File: src/sv/lfu_pkg.sv
`default_nettype none
package lfu_pkg;

    localparam int ENTRIES_DEF    = 16;
    localparam int COUNT_BITS_DEF = 16;
    localparam int STAMP_BITS_DEF = 48;

    localparam int KEY_W = 32;
    localparam int VAL_W = 32;
    localparam int CAP_W = 5;

    localparam logic [CAP_W-1:0] CAP_RESET = 5'd16;

    localparam logic REQ_GET = 1'b0;
    localparam logic REQ_PUT = 1'b1;

    typedef enum logic [1:0] {
        ST_IDLE,
        ST_SCAN,
        ST_LAST,
        ST_WRITE
    } t_state;

    // what one pass over the slots has found
    typedef struct packed {
        logic hit;
        logic victim_vld;
        logic free_vld;
    } t_scan_flags;

endpackage
`default_nettype wire

File: src/sv/lfu_req_if.sv
`default_nettype none
interface lfu_req_if
    import lfu_pkg::*;
();
    logic             valid;
    logic             ready;
    logic             req_type;
    logic [KEY_W-1:0] lookup_key;
    logic [VAL_W-1:0] write_value;

    modport source (output valid, output req_type, output lookup_key, output write_value,
                    input ready);
    modport sink   (input valid, input req_type, input lookup_key, input write_value,
                    output ready);
endinterface
`default_nettype wire

File: src/sv/lfu_rsp_if.sv
`default_nettype none
interface lfu_rsp_if
    import lfu_pkg::*;
();
    logic             valid;
    logic             ready;
    logic             hit;
    logic [VAL_W-1:0] read_value;
    logic             evicted;
    logic [KEY_W-1:0] evicted_key;

    modport source (output valid, output hit, output read_value, output evicted,
                    output evicted_key, input ready);
    modport sink   (input valid, input hit, input read_value, input evicted,
                    input evicted_key, output ready);
endinterface
`default_nettype wire

File: src/sv/lfu_cache_with_lru_tiebreak.sv
// LFU key/value cache with least-recently-used tie-break.
// Requests arrive on i_req (valid/ready): req_type selects get or put, with a
// 32-bit key and, for a put, a 32-bit value. Each request gives exactly one
// response beat on o_rsp: hit, read_value, evicted and evicted_key.
// The capacity register is written through i_cfg_we / i_cfg_wdata; the user
// writes it only while idle, which the block itself does not enforce; values
// above ENTRIES act as ENTRIES, zero makes puts do nothing. Entries live in a
// synchronous RAM. A request is taken in the idle state, then every slot is
// read once to find the hit, the eviction victim and the first empty slot; the
// last state drains the last read and the write state writes the entry back
// and loads the response register. One request is in flight at a time and the
// idle state takes the next one, so a new request waits until the last one is
// written back; the slot-by-slot scan comes from the single RAM read port.
// The response register frees the input side: a new request is taken while
// the last response waits. If the receiver holds ready low, the next write
// back waits in its final cycle until the response register is free.
// Reset (synchronous, active low) clears all valid bits, the occupancy, the
// use clock and the response valid, and sets the capacity to 16; the RAM
// itself is not cleared, so the block takes requests right after reset.
`default_nettype none
module lfu_cache_with_lru_tiebreak
    import lfu_pkg::*;
#(
    parameter int ENTRIES    = ENTRIES_DEF,
    parameter int COUNT_BITS = COUNT_BITS_DEF,
    parameter int STAMP_BITS = STAMP_BITS_DEF
) (
    input  wire logic             i_clk,
    input  wire logic             i_rst_n,
    input  wire logic             i_cfg_we,
    input  wire logic [CAP_W-1:0] i_cfg_wdata,
    lfu_req_if.sink               i_req,
    lfu_rsp_if.source             o_rsp
);
    localparam int IDX_W = (ENTRIES > 1) ? $clog2(ENTRIES) : 1;
    localparam int OCC_W = $clog2(ENTRIES + 1);
    localparam int CMP_W = (OCC_W > CAP_W) ? OCC_W : CAP_W;
    localparam int DW    = KEY_W + VAL_W + COUNT_BITS + STAMP_BITS;
    localparam int CNT_LO = STAMP_BITS;
    localparam int VAL_LO = STAMP_BITS + COUNT_BITS;
    localparam int KEY_LO = STAMP_BITS + COUNT_BITS + VAL_W;
    localparam logic [IDX_W-1:0]      IDX_LAST = IDX_W'(ENTRIES - 1);
    localparam logic [COUNT_BITS-1:0] CNT_MAX  = '1;
    localparam logic [COUNT_BITS-1:0] CNT_ONE  = COUNT_BITS'(1);

    t_state                r_state, n_state;
    logic [IDX_W-1:0]      r_idx;
    logic                  r_rd_vld;
    logic [IDX_W-1:0]      r_rd_idx;
    logic [ENTRIES-1:0]    r_valid, n_valid;
    logic [OCC_W-1:0]      r_occ, n_occ;
    logic [STAMP_BITS-1:0] r_clock, n_clock;
    logic [CAP_W-1:0]      r_cap;
    logic                  r_out_valid;

    logic                  r_req_type;
    logic [KEY_W-1:0]      r_key;
    logic [VAL_W-1:0]      r_val;
    logic                  r_out_hit, n_out_hit;
    logic [VAL_W-1:0]      r_out_read_value, n_out_read_value;
    logic                  r_out_evicted, n_out_evicted;
    logic [KEY_W-1:0]      r_out_evicted_key, n_out_evicted_key;

    logic w_accept;
    logic w_out_free;
    logic w_in_ready;
    logic w_start;
    logic w_issue;
    logic w_commit;

    logic [DW-1:0] w_rdata;
    logic          w_we;
    logic [IDX_W-1:0] w_waddr;
    logic [DW-1:0]    w_wdata;

    t_scan_flags           w_flags;
    logic [IDX_W-1:0]      w_hit_idx;
    logic [VAL_W-1:0]      w_hit_value;
    logic [COUNT_BITS-1:0] w_hit_count;
    logic [IDX_W-1:0]      w_victim_idx;
    logic [KEY_W-1:0]      w_victim_key;
    logic [IDX_W-1:0]      w_free_idx;

    logic [CMP_W-1:0]      w_cap_x;
    logic [CMP_W-1:0]      w_cap_eff;
    logic                  w_full;
    logic                  w_evict;
    logic [IDX_W-1:0]      w_ins_idx;
    logic [COUNT_BITS-1:0] w_cnt_inc;

    assign w_out_free = !r_out_valid || o_rsp.ready;
    assign w_accept   = i_req.valid && w_in_ready;

    lfu_mem #(
        .DEPTH (ENTRIES),
        .WIDTH (DW),
        .AW    (IDX_W)
    ) u_mem (
        .i_clk   (i_clk),
        .i_we    (w_we),
        .i_waddr (w_waddr),
        .i_wdata (w_wdata),
        .i_raddr (r_idx),
        .o_rdata (w_rdata)
    );

    lfu_scan #(
        .IDX_W      (IDX_W),
        .COUNT_BITS (COUNT_BITS),
        .STAMP_BITS (STAMP_BITS)
    ) u_scan (
        .i_clk          (i_clk),
        .i_rst_n        (i_rst_n),
        .i_start        (w_start),
        .i_rd_vld       (r_rd_vld),
        .i_rd_idx       (r_rd_idx),
        .i_rd_ent_valid (r_valid[r_rd_idx]),
        .i_rd_key       (w_rdata[KEY_LO +: KEY_W]),
        .i_rd_value     (w_rdata[VAL_LO +: VAL_W]),
        .i_rd_count     (w_rdata[CNT_LO +: COUNT_BITS]),
        .i_rd_stamp     (w_rdata[0 +: STAMP_BITS]),
        .i_key          (r_key),
        .o_flags        (w_flags),
        .o_hit_idx      (w_hit_idx),
        .o_hit_value    (w_hit_value),
        .o_hit_count    (w_hit_count),
        .o_victim_idx   (w_victim_idx),
        .o_victim_key   (w_victim_key),
        .o_free_idx     (w_free_idx)
    );

    always_comb begin
        n_state = r_state;
        case (r_state)
            ST_IDLE: begin
                if (w_accept) begin
                    n_state = ST_SCAN;
                end
            end
            ST_SCAN: begin
                if (r_idx == IDX_LAST) begin
                    n_state = ST_LAST;
                end
            end
            ST_LAST: begin
                n_state = ST_WRITE;
            end
            ST_WRITE: begin
                if (w_out_free) begin
                    n_state = ST_IDLE;
                end
            end
            default: begin
                n_state = ST_IDLE;
            end
        endcase
    end

    always_comb begin
        w_in_ready = 1'b0;
        w_start    = 1'b0;
        w_issue    = 1'b0;
        w_commit   = 1'b0;
        case (r_state)
            ST_IDLE: begin
                w_in_ready = 1'b1;
                w_start    = 1'b1;
            end
            ST_SCAN: begin
                w_issue = 1'b1;
            end
            ST_LAST: begin
            end
            ST_WRITE: begin
                w_commit = w_out_free;
            end
            default: begin
            end
        endcase
    end

    assign w_cap_x   = CMP_W'(r_cap);
    assign w_cap_eff = (w_cap_x > CMP_W'(ENTRIES)) ? CMP_W'(ENTRIES) : w_cap_x;
    assign w_full    = CMP_W'(r_occ) >= w_cap_eff;
    assign w_evict   = w_full && w_flags.victim_vld;
    // an insert takes the lowest empty slot, counting the one just evicted
    assign w_ins_idx = (w_evict && (!w_flags.free_vld || (w_victim_idx < w_free_idx))) ?
                       w_victim_idx : w_free_idx;
    assign w_cnt_inc = (w_hit_count == CNT_MAX) ? w_hit_count : w_hit_count + CNT_ONE;

    always_comb begin
        w_we              = 1'b0;
        w_waddr           = w_hit_idx;
        w_wdata           = {r_key, r_val, w_cnt_inc, r_clock};
        n_valid           = r_valid;
        n_occ             = r_occ;
        n_clock           = r_clock;
        n_out_hit         = w_flags.hit;
        n_out_read_value  = '0;
        n_out_evicted     = 1'b0;
        n_out_evicted_key = '0;
        if (r_req_type == REQ_GET) begin
            if (w_flags.hit) begin
                w_we             = 1'b1;
                w_wdata          = {r_key, w_hit_value, w_cnt_inc, r_clock};
                n_clock          = r_clock + STAMP_BITS'(1);
                n_out_read_value = w_hit_value;
            end
        end else if (w_cap_eff != '0) begin
            w_we    = 1'b1;
            n_clock = r_clock + STAMP_BITS'(1);
            if (!w_flags.hit) begin
                w_waddr = w_ins_idx;
                w_wdata = {r_key, r_val, CNT_ONE, r_clock};
                if (w_evict) begin
                    n_valid[w_victim_idx] = 1'b0;
                    n_out_evicted         = 1'b1;
                    n_out_evicted_key     = w_victim_key;
                end else begin
                    n_occ = r_occ + OCC_W'(1);
                end
                n_valid[w_ins_idx] = 1'b1;
            end
        end
        if (!w_commit) begin
            w_we    = 1'b0;
            n_valid = r_valid;
            n_occ   = r_occ;
            n_clock = r_clock;
        end
    end

    always_ff @(posedge i_clk) begin
        if (!i_rst_n) begin
            r_state     <= ST_IDLE;
            r_idx       <= '0;
            r_rd_vld    <= 1'b0;
            r_valid     <= '0;
            r_occ       <= '0;
            r_clock     <= '0;
            r_cap       <= CAP_RESET;
            r_out_valid <= 1'b0;
        end else begin
            r_state  <= n_state;
            r_rd_vld <= w_issue;
            r_valid  <= n_valid;
            r_occ    <= n_occ;
            r_clock  <= n_clock;
            if (w_accept) begin
                r_idx <= '0;
            end else if (w_issue) begin
                r_idx <= r_idx + IDX_W'(1);
            end
            if (i_cfg_we) begin
                r_cap <= i_cfg_wdata;
            end
            if (w_commit) begin
                r_out_valid <= 1'b1;
            end else if (o_rsp.ready) begin
                r_out_valid <= 1'b0;
            end
        end
    end

    always_ff @(posedge i_clk) begin
        r_rd_idx <= r_idx;
        if (w_accept) begin
            r_req_type <= i_req.req_type;
            r_key      <= i_req.lookup_key;
            r_val      <= i_req.write_value;
        end
        if (w_commit) begin
            r_out_hit         <= n_out_hit;
            r_out_read_value  <= n_out_read_value;
            r_out_evicted     <= n_out_evicted;
            r_out_evicted_key <= n_out_evicted_key;
        end
    end

    assign i_req.ready       = w_in_ready;
    assign o_rsp.valid       = r_out_valid;
    assign o_rsp.hit         = r_out_hit;
    assign o_rsp.read_value  = r_out_read_value;
    assign o_rsp.evicted     = r_out_evicted;
    assign o_rsp.evicted_key = r_out_evicted_key;
endmodule
`default_nettype wire

File: src/sv/lfu_mem.sv
`default_nettype none
module lfu_mem #(
    parameter int DEPTH = 16,
    parameter int WIDTH = 128,
    parameter int AW    = 4
) (
    input  wire logic             i_clk,
    input  wire logic             i_we,
    input  wire logic [AW-1:0]    i_waddr,
    input  wire logic [WIDTH-1:0] i_wdata,
    input  wire logic [AW-1:0]    i_raddr,
    output logic      [WIDTH-1:0] o_rdata
);
    logic [WIDTH-1:0] r_mem [DEPTH];
    logic [WIDTH-1:0] r_rdata;

    always_ff @(posedge i_clk) begin
        if (i_we) begin
            r_mem[i_waddr] <= i_wdata;
        end
    end

    always_ff @(posedge i_clk) begin
        r_rdata <= r_mem[i_raddr];
    end

    assign o_rdata = r_rdata;
endmodule
`default_nettype wire

File: src/sv/lfu_scan.sv
`default_nettype none
module lfu_scan
    import lfu_pkg::*;
#(
    parameter int IDX_W      = 4,
    parameter int COUNT_BITS = 16,
    parameter int STAMP_BITS = 48
) (
    input  wire logic                  i_clk,
    input  wire logic                  i_rst_n,
    input  wire logic                  i_start,
    input  wire logic                  i_rd_vld,
    input  wire logic [IDX_W-1:0]      i_rd_idx,
    input  wire logic                  i_rd_ent_valid,
    input  wire logic [KEY_W-1:0]      i_rd_key,
    input  wire logic [VAL_W-1:0]      i_rd_value,
    input  wire logic [COUNT_BITS-1:0] i_rd_count,
    input  wire logic [STAMP_BITS-1:0] i_rd_stamp,
    input  wire logic [KEY_W-1:0]      i_key,
    output t_scan_flags                o_flags,
    output logic      [IDX_W-1:0]      o_hit_idx,
    output logic      [VAL_W-1:0]      o_hit_value,
    output logic      [COUNT_BITS-1:0] o_hit_count,
    output logic      [IDX_W-1:0]      o_victim_idx,
    output logic      [KEY_W-1:0]      o_victim_key,
    output logic      [IDX_W-1:0]      o_free_idx
);
    t_scan_flags           r_flags;
    logic [IDX_W-1:0]      r_hit_idx;
    logic [VAL_W-1:0]      r_hit_value;
    logic [COUNT_BITS-1:0] r_hit_count;
    logic [IDX_W-1:0]      r_victim_idx;
    logic [KEY_W-1:0]      r_victim_key;
    logic [COUNT_BITS-1:0] r_victim_count;
    logic [STAMP_BITS-1:0] r_victim_stamp;
    logic [IDX_W-1:0]      r_free_idx;

    logic w_live;
    logic w_match;
    logic w_older;

    assign w_live  = i_rd_vld && i_rd_ent_valid;
    assign w_match = w_live && (i_rd_key == i_key);
    // strict compare keeps the lowest slot on a full tie
    assign w_older = !r_flags.victim_vld || (i_rd_count < r_victim_count) ||
                     ((i_rd_count == r_victim_count) && (i_rd_stamp < r_victim_stamp));

    always_ff @(posedge i_clk) begin
        if (!i_rst_n || i_start) begin
            r_flags <= '0;
        end else begin
            if (w_match) begin
                r_flags.hit <= 1'b1;
            end
            if (w_live && w_older) begin
                r_flags.victim_vld <= 1'b1;
            end
            if (i_rd_vld && !i_rd_ent_valid) begin
                r_flags.free_vld <= 1'b1;
            end
        end
    end

    always_ff @(posedge i_clk) begin
        if (w_match) begin
            r_hit_idx   <= i_rd_idx;
            r_hit_value <= i_rd_value;
            r_hit_count <= i_rd_count;
        end
        if (w_live && w_older) begin
            r_victim_idx   <= i_rd_idx;
            r_victim_key   <= i_rd_key;
            r_victim_count <= i_rd_count;
            r_victim_stamp <= i_rd_stamp;
        end
        // keep the first empty slot only
        if (i_rd_vld && !i_rd_ent_valid && !r_flags.free_vld) begin
            r_free_idx <= i_rd_idx;
        end
    end

    assign o_flags      = r_flags;
    assign o_hit_idx    = r_hit_idx;
    assign o_hit_value  = r_hit_value;
    assign o_hit_count  = r_hit_count;
    assign o_victim_idx = r_victim_idx;
    assign o_victim_key = r_victim_key;
    assign o_free_idx   = r_free_idx;
endmodule
`default_nettype wire

File: src/flat_wrapper.sv
// flat-port wrapper written by rule: the top's interface ports become plain ports
module lfu_cache_with_lru_tiebreak_flat import lfu_pkg::*;
#(
    parameter int ENTRIES    = ENTRIES_DEF,
    parameter int COUNT_BITS = COUNT_BITS_DEF,
    parameter int STAMP_BITS = STAMP_BITS_DEF
)
  (i_clk, i_rst_n, i_cfg_we, i_cfg_wdata, i_req_valid, i_req_req_type, i_req_lookup_key, i_req_write_value, i_req_ready, o_rsp_valid, o_rsp_hit, o_rsp_read_value, o_rsp_evicted, o_rsp_evicted_key, o_rsp_ready);
  lfu_req_if i_req_i ();
  lfu_rsp_if o_rsp_i ();
  input  wire logic i_clk;
  input  wire logic i_rst_n;
  input  wire logic i_cfg_we;
  input  wire logic [CAP_W-1:0] i_cfg_wdata;
  input wire logic [$bits(i_req_i.valid)-1:0] i_req_valid;
  input wire logic [$bits(i_req_i.req_type)-1:0] i_req_req_type;
  input wire logic [$bits(i_req_i.lookup_key)-1:0] i_req_lookup_key;
  input wire logic [$bits(i_req_i.write_value)-1:0] i_req_write_value;
  output wire logic [$bits(i_req_i.ready)-1:0] i_req_ready;
  output wire logic [$bits(o_rsp_i.valid)-1:0] o_rsp_valid;
  output wire logic [$bits(o_rsp_i.hit)-1:0] o_rsp_hit;
  output wire logic [$bits(o_rsp_i.read_value)-1:0] o_rsp_read_value;
  output wire logic [$bits(o_rsp_i.evicted)-1:0] o_rsp_evicted;
  output wire logic [$bits(o_rsp_i.evicted_key)-1:0] o_rsp_evicted_key;
  input wire logic [$bits(o_rsp_i.ready)-1:0] o_rsp_ready;
  assign i_req_i.valid = i_req_valid;
  assign i_req_i.req_type = i_req_req_type;
  assign i_req_i.lookup_key = i_req_lookup_key;
  assign i_req_i.write_value = i_req_write_value;
  assign i_req_ready = i_req_i.ready;
  assign o_rsp_valid = o_rsp_i.valid;
  assign o_rsp_hit = o_rsp_i.hit;
  assign o_rsp_read_value = o_rsp_i.read_value;
  assign o_rsp_evicted = o_rsp_i.evicted;
  assign o_rsp_evicted_key = o_rsp_i.evicted_key;
  assign o_rsp_i.ready = o_rsp_ready;
  lfu_cache_with_lru_tiebreak #(.ENTRIES(ENTRIES), .COUNT_BITS(COUNT_BITS), .STAMP_BITS(STAMP_BITS)) u_core (.i_clk(i_clk), .i_rst_n(i_rst_n), .i_cfg_we(i_cfg_we), .i_cfg_wdata(i_cfg_wdata), .i_req(i_req_i), .o_rsp(o_rsp_i));
endmodule
File: config.mk
export PLATFORM = sky130hd
export DESIGN_NAME = lfu_cache_with_lru_tiebreak_flat
export DESIGN_NICKNAME = d
export VERILOG_FILES = /design/src/sv/lfu_pkg.sv /design/src/sv/lfu_req_if.sv /design/src/sv/lfu_rsp_if.sv /design/src/sv/lfu_cache_with_lru_tiebreak.sv /design/src/sv/lfu_mem.sv /design/src/sv/lfu_scan.sv /design/src/flat_wrapper.sv
export SDC_FILE = /design/constraint.sdc
export NUM_CORES = 2
export LEC_CHECK = 0
export BUFFER_PORTS_ARGS = -buffer_cell sky130_fd_sc_hd__clkbuf_2
export CAP_MARGIN = 20
export CORE_MARGIN = 5
export CORE_UTILIZATION = 59
export DETAILED_ROUTE_END_ITERATION = 6
export PLACE_DENSITY_LB_ADDON = 0.25
export SLEW_MARGIN = 20
export SYNTH_ARGS = -nofsm -noshare
export SYNTH_HDL_FRONTEND = slang
export SYNTH_SLANG_ARGS = --single-unit
export TNS_END_PERCENT = 1
File: constraint.sdc
create_clock -name i_clk -period 14.1 [get_ports i_clk]
set_input_delay 0.705 -clock i_clk [delete_from_list [all_inputs] [get_ports i_clk]]
set_output_delay 0.705 -clock i_clk [all_outputs]
set_load 0.02 [all_outputs]
Word-level counts from Yosys, hierarchy flattened --
Memories as Yosys holds them, arrays and structs flattened. A register that Yosys moved wholly into a read port is not among the register bits. Cells that the tools add are included. Widths: inputs -> output; s select.
Word-level totals: register bits after elaboration 376, RAM bits 2048, input bits 75, output and inout bits 68, word-level logic and storage cells 133, memories 1
Cells by class: $add $sub $neg 4, magnitude comparators 10, equality and inequality tests 11, multiplexer cells 39, bitwise operators 8, reductions and logical operators 33
Memories:
- u_core.u_mem.r_mem | depth 16, bits a word 128, rd ports 1, clocked after Yosys merged registers in 1, wr ports 1, RTL line lfu_mem.sv:14 | logic [WIDTH-1:0] r_mem [DEPTH];
Operator list (count):
- $mux 96 | 2
- $mux 48 | 3
- $mux 64 | 2
- $mux 16 | 5
- $add 48x1->48 const B | 1
- $lt 48x48->1 | 1
- $eq 32x32->1 | 1
- $add 16x1->16 const B | 1
- $and 16x16->16 | 1
- $eq 16x16->1 | 1
- $eq 16x16->1 const B | 1
- $lt 16x16->1 | 1
- $mux 4 | 4
- $not 16->16 | 1
- $or 16x16->16 | 1
- $lt 4x5->1 const B | 3
- $mux 1 | 15
- $logic_and 1x1->1 | 11
- $demux 1 s4 | 2
- $ge 4x1->1 const B | 2
- $pmux 2 s4 | 1
- $mux 2 | 3
- $ne 2x1->1 const B | 3
- $reduce_and 3->1 | 2
- other kinds (22) | 37

Longest topological paths before layout --
word-level depth 11, gate-level depth with buffers 12, gate-level depth less buffers 9

Modules after synthesis --
A second synthesis with hierarchy kept.
Unflattened totals: cell total of the unflattened synthesis 4683, area total of the unflattened synthesis 96017.1 sq um
Modules (own cells, without submodules):
- lfu_mem | times used 1, cells an instance 3365, area each 79331.1 sq um, seq. area each 64061.4 sq um
- lfu_cache_with_lru_tiebreak | times used 1, cells an instance 880, area each 9932.0 sq um, seq. area each 5655.4 sq um
- lfu_scan | times used 1, cells an instance 438, area each 6754.0 sq um, seq. area each 4744.6 sq um

Least setup slack after synthesis --
OpenSTA, ideal clock, no wires.
path kind register to register, start reg u_core.r_cap[4], end mem u_core.u_mem.r_mem[0][0], enable pin, setup time 0.817 ns, data arrival time 11.440 ns, required time 13.283 ns, slack 1.843 ns, cell stages (with the launch flop) 10, buffers on the path 0, clock period less this slack 12.257 ns, path through dfxtp_1 -> inv_1 -> nand2_1 -> ha_1 -> nand2_1 -> o21ai_0 -> a41oi_1 -> a21oi_1 -> mux2i_1 -> a221oi_1
On the way: word-level cells in the longest chain between the ends 9, elaborated cells on any way between the ends 15, those cells by class order compare: 2; mux: 10; reduce/logical: 3
RTL lines:
- from (decl) | RTL line lfu_cache_with_lru_tiebreak.sv:53 | logic [CAP_W-1:0] r_cap;
- from (signal assigned) | RTL line lfu_cache_with_lru_tiebreak.sv:255 | r_cap <= i_cfg_wdata;
- $gt 5x5->1 | RTL line lfu_cache_with_lru_tiebreak.sv:183 | assign w_cap_eff = (w_cap_x > CMP_W'(ENTRIES)) ? CMP_W'(ENTRIES) : w_cap_x;
- $mux 5 (*) | RTL line lfu_cache_with_lru_tiebreak.sv:183
- $ge 5x5->1 | RTL line lfu_cache_with_lru_tiebreak.sv:184 | assign w_full = CMP_W'(r_occ) >= w_cap_eff;
- $logic_and 1x1->1 | RTL line lfu_cache_with_lru_tiebreak.sv:185 | assign w_evict = w_full && w_flags.victim_vld;
- $logic_and 1x1->1 | RTL line lfu_cache_with_lru_tiebreak.sv:187 | assign w_ins_idx = (w_evict && (!w_flags.free_vld || (w_victim_idx < w_free_idx))) ?
- $mux 4 | RTL line lfu_cache_with_lru_tiebreak.sv:187
- $mux 4 | RTL line lfu_cache_with_lru_tiebreak.sv:212 | if (!w_flags.hit) begin
- $mux 4 | RTL line lfu_cache_with_lru_tiebreak.sv:209 | end else if (w_cap_eff != '0) begin
- $mux 4 | RTL line lfu_cache_with_lru_tiebreak.sv:202 | if (r_req_type == REQ_GET) begin
- to (decl) | RTL line lfu_mem.sv:14
Every way passes the cells marked *; elsewhere a longest branch is shown, timed or not.

Worst setup path in the final report --
start reg u_core.r_cap[4], end mem u_core.u_mem.r_mem[6][80], enable pin
Same word-level chain as after synthesis.

==> flow_metrics.tcl <==
set metrics [dict create \
    cts_tree "yes" \
    synthArstFlopShare_pct 0 \
    min_path_type "in -> reg" \
    hold_ws_ns 0.0651 \
    critPathSlowestCell "buf_4" \
    muxShareOfSynthArea_pct 15.5 \
    finalSetupViolations 0 \
    fin_tns_setup_ns 0 \
    pre_cts_slack_ns 8.43 \
    ys_ff_latch 2552 \
    setup_ws_ns 8.45 \
    end_kind "register" \
    r2r_cells 12 \
    drtPass1Iterations 5 \
    final_common_cell "edfxtp_1" \
    dr.max_layer_used "met5" \
    coreArea_um2 162000 \
    diodes 0 \
    peakVddDrop_uv 151 \
    cts_inserted_buffers 238 \
    rsz0062_at_grt "no" \
    synth_compound_gate_area_share_pct 1.26 \
    htreeDepth 4 \
    m1WireLength_um 83900 \
    synth_edf_count 2335 \
    status "completed" \
    synth_fa_ha_area_share_pct 1.03 \
    fin_nets 4783 \
    drt_first_iter_violations 5469 \
    final_cell_mix "edfxtp_1, mux4_2, clkbuf_16, dfxtp_1, clkbuf_2" \
    clkPwrFrac_pct 38.2 \
    path_buf_inv 4 \
    num_io_pins 143 \
    cts_setup_buffers 0 \
    io_buffers 142 \
    holdPathStages 1 \
    cts_hold_buf 58 \
    drive_above_1_share_pct 26.6 \
    leakage_nw 32.9 \
    fmaxAchievable_mhz 177 \
    num_vias 44200 \
    grt_pass1_vias 45500 \
    p_seq_share_pct 52.8 \
    skew_ns 0.0312 \
    pwr_density_cell_nw_per_um2 155 \
    hpwlAfterDp_um 104000 \
    die_x_um 413 \
    worstSetupPathType "reg -> reg" \
    grtUsageTotal_pct 24.6 \
    required_ns 14.57 \
    slew_viol_final 0 \
    worst_slew_pin_slew_ns 1.14 \
    vias_per_cell 6.31 \
    numClockSinks 2552 \
    die_area_um2 171000 \
    drc 0 \
    row_count 148 \
    max_stage_delay_ns 0.93 \
    switchingPower_mw 3.71 \
    syn_to_final_growth_pct 12.6 \
    hold_path_startpoint "i_req_lookup_key[31]" \
    maxCapViolCount 0 \
    synth_area_um2 96000 \
    fp.dieH_um 413 \
    cp_max_fo 48 \
    clockBufferDepth 3 \
    initial_core_util_pct 59.2 \
    synth.avg_cell_area_um2 22.3 \
    yosysWarnings 0 \
    cp_cell_sequence "inv_1, nand2_1, ha_1, nand2_1, o21ai_0, a41oi_1, a21oi_1, mux2i_1, a221oi_4, buf_4, buf_4, buf_4" \
    finalCriticalPeriod_ns 5.65 \
    cts.clk_slew.worst_paths_ns 0.06 \
    grt_pass1_wl_um 304000 \
    crit_arrival_ns 6.12 \
    r2r-start "u_core.r_cap[4]" \
    gp_congestion 0.793 \
    grt_antenna_before_repair 4 \
    path_delay_family "buffers and inverters" \
    dr_wl_met3_um 17700 \
    synth-simple-area-share_pct 2.65 \
    synth_xor_area_share_pct 0.830 \
    switching_share_pct 22.2 \
    synth_top_family_by_area "multiplexers" \
    min_period_over_period_pct 40.1 \
    root_buffer "clkbuf_16" \
    relSlewSlack_pct 24.2 \
    holdPathEnd "u_core.r_key[31]" \
    p_int_mw 13.0 \
    synth_cells 4297 \
    grt_max_degree 144 \
    comb_power_share_pct 9.0 \
    synth_top_flop_cell "edfxtp_1" \
    clock_latency_ns 0.86 \
    synth_cell_types 64 \
    crit_top_cell "buf_4" \
    rr_endpoint "u_core.u_mem.r_mem[6][80]" \
    ff2ff_setup_slack_ns 8.45 \
    start_kind "register" \
    ant_nets 0 \
    ctsResizeCount 0 \
    grt-ovfl-total 0 \
    final_hold_viol_count 0 \
    syn-num-nets 4451 \
    wl_per_cell_um 29.5 \
    wl_met2_um 101000 \
    yosysSeqAreaShare_pct 77.6 \
    routed_wl_um 207000 \
]
power groups by stage:
stage	registers (mW)	clock network, mW	logic [mW]
6_report	8.82	6.39	1.51
5_1_grt	8.84	6.84	1.63
4_1_cts	8.82	6.49	1.54
3_5_place_dp	8.98	0	1.52
3_3_place_gp	8.97	0	1.50
2_1_floorplan	8.91	0	1.14
logic make-up after synthesis:
kind of cell | after synthesis
AO/OA/AOI/OAI | 166
adder cells (fa/ha/maj) | 79
AND/OR/NAND/NOR | 451
XOR/XNOR | 91
buffers and inverters | 280
flip-flops | 2552
multiplexers | 678
sequential cells by signal, indices dropped and copies added (netlist names), 16 cells and up:
signal	flops
u_core.r_key	32
u_core.r_valid	16
u_core.r_clock	48
u_core.u_scan.r_victim_stamp	48
u_core.u_scan.r_victim_count	16
u_core.o_rsp.read_value	32
u_core.u_mem.r_mem	2048
u_core.u_scan.o_victim_key	32
u_core.u_scan.o_hit_value	32
u_core.o_rsp.evicted_key	32
u_core.u_mem.o_rdata	128
u_core.u_scan.o_hit_count	16
u_core.r_val	32
area by class of cell:
type / instances / area (um^2)
Clock buffer: 339 / 6680
Clock inverter: 114 / 1200
Fill cell: 10100 / 54100
Inverter: 86 / 325
Multi-Input combinational cell: 1465 / 20700
Sequential cell: 2552 / 74500
Tap cell: 2175 / 2720
Timing Repair Buffer: 286 / 2050
Yosys cell counts (18+ instances only):
cell type / instances / area [um^2]
mux2i_1: 29 / 290
buf_2: 60 / 300
ha_1: 79 / 988
nand2_1: 76 / 285
nor4_1: 22 / 138
xnor2_1: 59 / 517
nor2b_1: 18 / 113
dfxtp_1: 217 / 4340
nor2_1: 64 / 240
nand4_1: 30 / 188
a21o_1: 43 / 323
clkbuf_1: 111 / 417
inv_1: 86 / 323
nand3_1: 40 / 200
and2_1: 113 / 707
mux4_2: 644 / 14500
buf_1: 18 / 67.6
edfxtp_1: 2335 / 70100
xor2_1: 32 / 280
a21oi_1: 31 / 155
per-stage QoR:
| step | cells | utilization (%) | total power [mW] | instance area [um^2] |
|---|---|---|---|---|
| floorplan | 4297 | - | 10.0 | 96000 |
| global placement | 6504 | 61.4 | 10.5 | 99700 |
| detailed placement | 6505 | 61.4 | 10.5 | 99700 |
| CTS | 7016 | 66.7 | 16.9 | 108000 |
| global route | 7017 | 66.7 | 17.3 | 108000 |
| finish | 7017 | 66.7 | 16.7 | 108000 |
worst register-to-register path, stage by stage (launching register included):
cell	delay, ns
dfxtp_1	0.37
inv_1	0.15
nand2_1	0.07
ha_1	0.29
nand2_1	0.05
o21ai_0	0.20
a41oi_1	0.31
a21oi_1	0.52
mux2i_1	0.43
a221oi_4	0.36
buf_4	0.68
buf_4	0.96
buf_4	0.87
per-layer routing:
metal	global-route usage (%)	vias to the layer above
li1	-	18500
met1	36.0	23500
met2	38.8	1985
met3	5.28	272
met4	6.01	4
met5	0	-
worst max path at each step:
stage	from	to	slack (ns)	depth (start not counted)
finish	u_core.r_cap[4]	u_core.u_mem.r_mem[6][80]	8.45	12
global placement	u_core.r_cap[4]	u_core.u_mem.r_mem[6][105]	8.51	12
floorplan	u_core.r_cap[4]	u_core.u_mem.r_mem[0][0]	1.84	9
CTS	u_core.r_cap[4]	u_core.u_mem.r_mem[6][80]	8.42	12
global route	u_core.r_cap[4]	u_core.u_mem.r_mem[6][1]	8.17	12
detailed placement	u_core.r_cap[4]	u_core.u_mem.r_mem[6][108]	8.43	12
Power figures use the tool's default switching activity.
